$ cat src/nand_netlist_tick_engine_core_macros.svh
// Assertion helpers used by the RTL of the tick engine core.
`ifndef NAND_NETLIST_TICK_ENGINE_CORE_MACROS_SVH
`define NAND_NETLIST_TICK_ENGINE_CORE_MACROS_SVH

// Same-cycle implication, checked on every rising clock edge out of reset.
`define NNTE_ASSERT_NOW(lbl, ante, cons) \
  lbl: assert property (@(posedge clk) disable iff (!rst_n) (ante) |-> (cons)) \
    else $error("nnte assertion failed");

// Next-cycle implication.
`define NNTE_ASSERT_NEXT(lbl, ante, cons) \
  lbl: assert property (@(posedge clk) disable iff (!rst_n) (ante) |=> (cons)) \
    else $error("nnte assertion failed");

`endif

$ cat src/nnte_ram.sv
module nnte_ram #(
  parameter int WIDTH = 8,
  parameter int DEPTH = 256,
  localparam int AW = (DEPTH > 1) ? $clog2(DEPTH) : 1
) (
  input  logic             clk,
  input  logic             we,
  input  logic [AW-1:0]    waddr,
  input  logic [WIDTH-1:0] wdata,
  input  logic [AW-1:0]    raddr,
  output logic [WIDTH-1:0] rdata
);

  logic [WIDTH-1:0] mem [DEPTH];

  always_ff @(posedge clk) begin
    if (we) begin
      mem[waddr] <= wdata;
    end
    rdata <= mem[raddr];
  end

endmodule

$ cat config.mk
export PLATFORM = sky130hd
export DESIGN_NAME = nnte_ram
export DESIGN_NICKNAME = d
export VERILOG_FILES = /design/src/nand_netlist_tick_engine_core_macros.svh /design/src/nnte_ram.sv
export SDC_FILE = /design/constraint.sdc
export NUM_CORES = 2
export LEC_CHECK = 0
export BUFFER_PORTS_ARGS = -buffer_cell sky130_fd_sc_hd__buf_2
export CAP_MARGIN = 30
export CORE_AREA = 2 2 465 513
export CTS_CLUSTER_DIAMETER = 100
export DETAILED_ROUTE_END_ITERATION = 12
export DIE_AREA = 0 0 467 515
export PLACE_DENSITY = 0.45
export SETUP_SLACK_MARGIN = 0.1
export SYNTH_ARGS = -nofsm -noshare
export SYNTH_HDL_FRONTEND = slang
export SYNTH_SLANG_ARGS = --single-unit
$ cat constraint.sdc
create_clock -name clk -period 7.4 [get_ports clk]
set_clock_uncertainty 0.05 [all_clocks]
set_input_delay 1.11 -clock clk [delete_from_list [all_inputs] [get_ports clk]]
set_output_delay 1.11 -clock clk [all_outputs]
set_load 0.03 [all_outputs]
==> Word level (Yosys, flattened, before mapping) <==
Memory sizes are Yosys's and may differ from the RTL's. A register that Yosys moved wholly into a read port is not among the register bits.
Index checks and enable logic that the tools add are counted.
{ "op_classes": {"mul": 0, "magnitude_cmp": 0, "bitwise": 0, "n_addsub": 0, "shift": 0, "n_reduce_logical": 0, "n_mux": 2, "div": 0, "n_eq_ne": 0} }
{ "ops": {"columns": ["op", "count"], "rows": [
  ["two-way mux 1 bit", 2]
]} }
{ "totals": {"ramBits": 2048, "output_inout_bits": 8, "ff_bits": 0, "rom_bits": 0, "latchBits": 0, "n_memories": 1, "in_bits": 26} }
{ "mem_list": {"columns": ["memory", "words", "width", "rd", "rd_ports_with_merged_regs", "wr", "line", "text"], "rows": [
  ["mem", 256, 8, 1, 1, 1, "nnte_ram.sv:14", "logic [WIDTH-1:0] mem [DEPTH];"]
]} }

==> Logic depth before layout (Yosys ltp) <==
{ "depth": {"ltp_word": 2, "ltp_mapped": 11, "depth_no_buf": 6} }

==> Worst setup path before layout <==
OpenSTA, ideal clock, no wires.
{ "synth_path": {"kind": "input to register", "start": "in raddr[0]", "end": "reg rdata[2] (read register of mem)", "arrival_time_ns": 2.917, "stages": 9, "setup_slack_ns": 4.302, "setup_time_ns": 0.131, "path_cell_list": "buf_6 -> buf_12 -> buf_8 -> buf_2 -> mux4_2 -> a22oi_1 -> a21oi_1 -> nor4_1 -> nor4_2"} }
{ "synth_rtl": {"columns": ["item", "line", "text"], "rows": [
  ["start, declared", "nnte_ram.sv:10", "input logic [AW-1:0] raddr,"],
  ["end, declared", "nnte_ram.sv:11", "output logic [WIDTH-1:0] rdata"]
]} }

==> metrics.md <==
| Metric | Value |
|---|---|
| Resized cells post-CTS | `0` |
| First drt pass iteration count | `7` |
| Share of cells above drive strength 1 | `23.2%` |
| Status | `complete, no violations` |
| CP top delay family | `buffers and inverters` |
| Placed cell area | `83,600 um^2` |
| Remaining DRCs | `0` |
| Syn nets | `3,759` |
| Row cnt | `187` |
| CP max stage cell | `nor3_1` |
| CP Buf/Inv Count | `3` |
| Area Overhead vs Synth | `13.7%` |
| Setup TNS | `0 ns` |
| Clock Path Buffers | `3` |
| Slew HR | `30.2%` |
| Post-synthesis sequential area ratio | `77.5%` |
| Initial core utilization | `33.8%` |
| CP max FO | `56` |
| Max cap viols | `0` |
| Commonest non-fill, non-tap cells in the layout | `edfxtp_1, mux4_2, nor2_1, clkbuf_16, mux2i_1` |
| CTS buffer count | `216` |
| Power Dens Cells | `271 nW/um^2` |
| Setup CP Type | `input pin to register` |
| Min-delay worst type | `input pin to register` |
| Synth warn | `0` |
| Min Tclk post-route | `4.01 ns` |
| Hold endpoint | `mem[193][0]` |
| Top-Level Pins | `34` |
| Hold path depth | `1` |
| R2r endpoint | `rdata[3]` |
| Pins Over Slew Limit | `0` |
| Worst slew pin tran | `1.05 ns` |
| Post-route ant nets | `0` |
| Synth async-reset ratio | `0%` |
| Synthesis-stage register bit count | `2,056` |
| Initial antenna violation count | `12` |
| CTS tree | `done` |
| Vias in the first global route | `39,400` |
| Fmax | `249 MHz` |
| Sequential cell area | `61,700 um^2` |
| Delay of the slowest cell on the worst path | `0.72 ns` |
| WP data arrival | `4.67 ns` |
| Multi-input gate area | `16,500 um^2` |
| Grt ovf | `0` |
| Number of synthesized flops with an enable pin | `2,048` |
| Final period util | `54.2%` |
| R2R cell count | `6` |
| DR WL/cell | `30.6 um` |
| CTS root buf | `clkbuf_16` |
| Hold Startpoint | `wdata[0]` |
| Netlist Area Pre-Place | `79,600 um^2` |
| WL final | `220,000 um` |
| Cell Chain, Critical Path | `buf_8, buf_12, buf_4, mux4_2, a221oi_1, o32ai_1, nor3_1, nor4_1` |
| Final Cell Area | `90,500 um^2` |
| Worst-path clk slew | `0.06 ns` |
| Final setup fails | `0` |
| Most common cell after layout, fill and taps aside | `edfxtp_1` |
| Clk_lat worst skew | `0.87 ns` |
| Clock sinks | `2,056` |
| Core area | `235,000 um^2` |
| Setup Buffers After CTS | `0` |
| Syn avg cell area | `21.3 um^2` |
| Die area | `241,000 um^2` |
| Crit. End Element | `register` |
| Synth unique cells | `55` |
| GRT Total Usage | `18.2%` |
| IR drop worst, VDD | `250 uV` |
| Synth Flop Type | `edfxtp_1` |
| Fin nets | `3,903` |
| Via/cell ratio | `5.27` |
| Htree depth | `4` |
| Final hold vios | `0` |
| CP Data Required Time | `8.05 ns` |
| Number of DRC markers in iteration 0 | `3,428` |
| WHS | `0.656 ns` |
| First-pass GRT wire length | `311,000 um` |
| Die H | `515 um` |
| CTS Hold Bufs | `0` |
| PortBufs | `33` |
| Die Wd | `467 um` |
| Slack of the critical path | `3.39 ns` |
| Unrepaired setup endpoints after global routing | `false` |
| Gpl congestion | `0.805` |
| HPWL after DPL | `135,000 um` |
| Leakage Power | `27.5 nW` |
| Largest net degree at the start of global routing | `166` |
| Startpoint types | `input pin` |
| Via Count | `37,900` |
| Worst R2R Setup Slack | `4.50 ns` |
| Gate Count Post-Synth | `3,733` |
| Final Util | `38.5%` |
| Critical register-to-register path startpoint | `mem[83][3]` |
| Dpl ws | `2.28 ns` |
| Fill cells | `21,200` |
-- worst register-to-register path: cells and delay by family (launching register included) --
family	cells	cell delay, ns
and+or+nand+nor	2	0.93
AOI/OAI and AO/OA	3	0.90
muxes	1	0.49
DFF	1	0.36
-- per-stage QoR --
| stage | std cells | power (mW) |
|---|---|---|
| 2_1_floorplan | 3733 | 13.7 |
| 3_3_place_gp | 6743 | 14.3 |
| 3_5_place_dp | 6772 | 14.4 |
| 4_1_cts | 7173 | 24.8 |
| 5_1_grt | 7179 | 25.3 |
| 6_report | 7180 | 24.5 |
-- how the worst max path moves through the flow --
stage	startpoint	to	cells past startpoint
after global routing	raddr[0]	rdata[3]	8
after detailed placement	raddr[0]	rdata[3]	8
after floorplan	raddr[0]	rdata[2]	9
after CTS	raddr[0]	rdata[3]	8
final	raddr[0]	rdata[3]	8
after global placement	raddr[0]	rdata[3]	8
-- state kept, by name, indices dropped and copies added, names as in the netlist --
name	cells
mem	2048
rdata	8
-- metal layers --
layer,routed length [um],GRT usage (%),share of wire (%)
met1,93900,24.4,43
met4,5500,4.90,2.5
met5,7,0,0.0032
met2,112000,31.3,51
met3,8550,2.30,3.9
-- synth_stat cells (all sizes together), types with 10 or more instances --
cell type	count	area, um^2
a211oi	16	120
a21oi	96	480
a221oi	14	129
a22oi	133	998
buf	122	1030
clkbuf	111	417
edfxtp	2048	61500
mux2i	134	1340
mux4	456	10300
nand2	33	124
nand3	34	170
nand4	10	62.6
nor2	282	1060
nor2b	31	194
nor3	22	110
nor4	27	188
o211ai	10	75.1
o21ai	12	60.1
o221ai	47	418
o22ai	28	175
-- report_power, final --
part / internal (mW) / switching (mW) / total (mW)
clock: 5.91 / 4.55 / 10.5
combinational: 0.391 / 0.814 / 1.20
sequential: 12.8 / 0.0250 / 12.9
-- kinds of logic (layout without fill, tap and decap cells) --
group	count (synthesis)	after routing	share of synthesized area [%]
buf+inv	235	562	1.83
simple gates	466	466	2.63
other cells	0	2	0
compound gates	385	385	3.42
mux	591	591	14.6
flops	2056	2056	77.5
-- final cells by class --
type / instances / area share (%)
Sequential cell: 2056 / 68.1
Multi-Input combinational cell: 1442 / 18.3
Clock buffer: 277 / 6.37
Tap cell: 3118 / 4.31
Timing Repair Buffer: 159 / 1.76
Clock inverter: 124 / 1.12
Inverter: 2 / 0.00830
Antenna cell: 2 / 0.00553
Power figures use the tool's default switching activity.
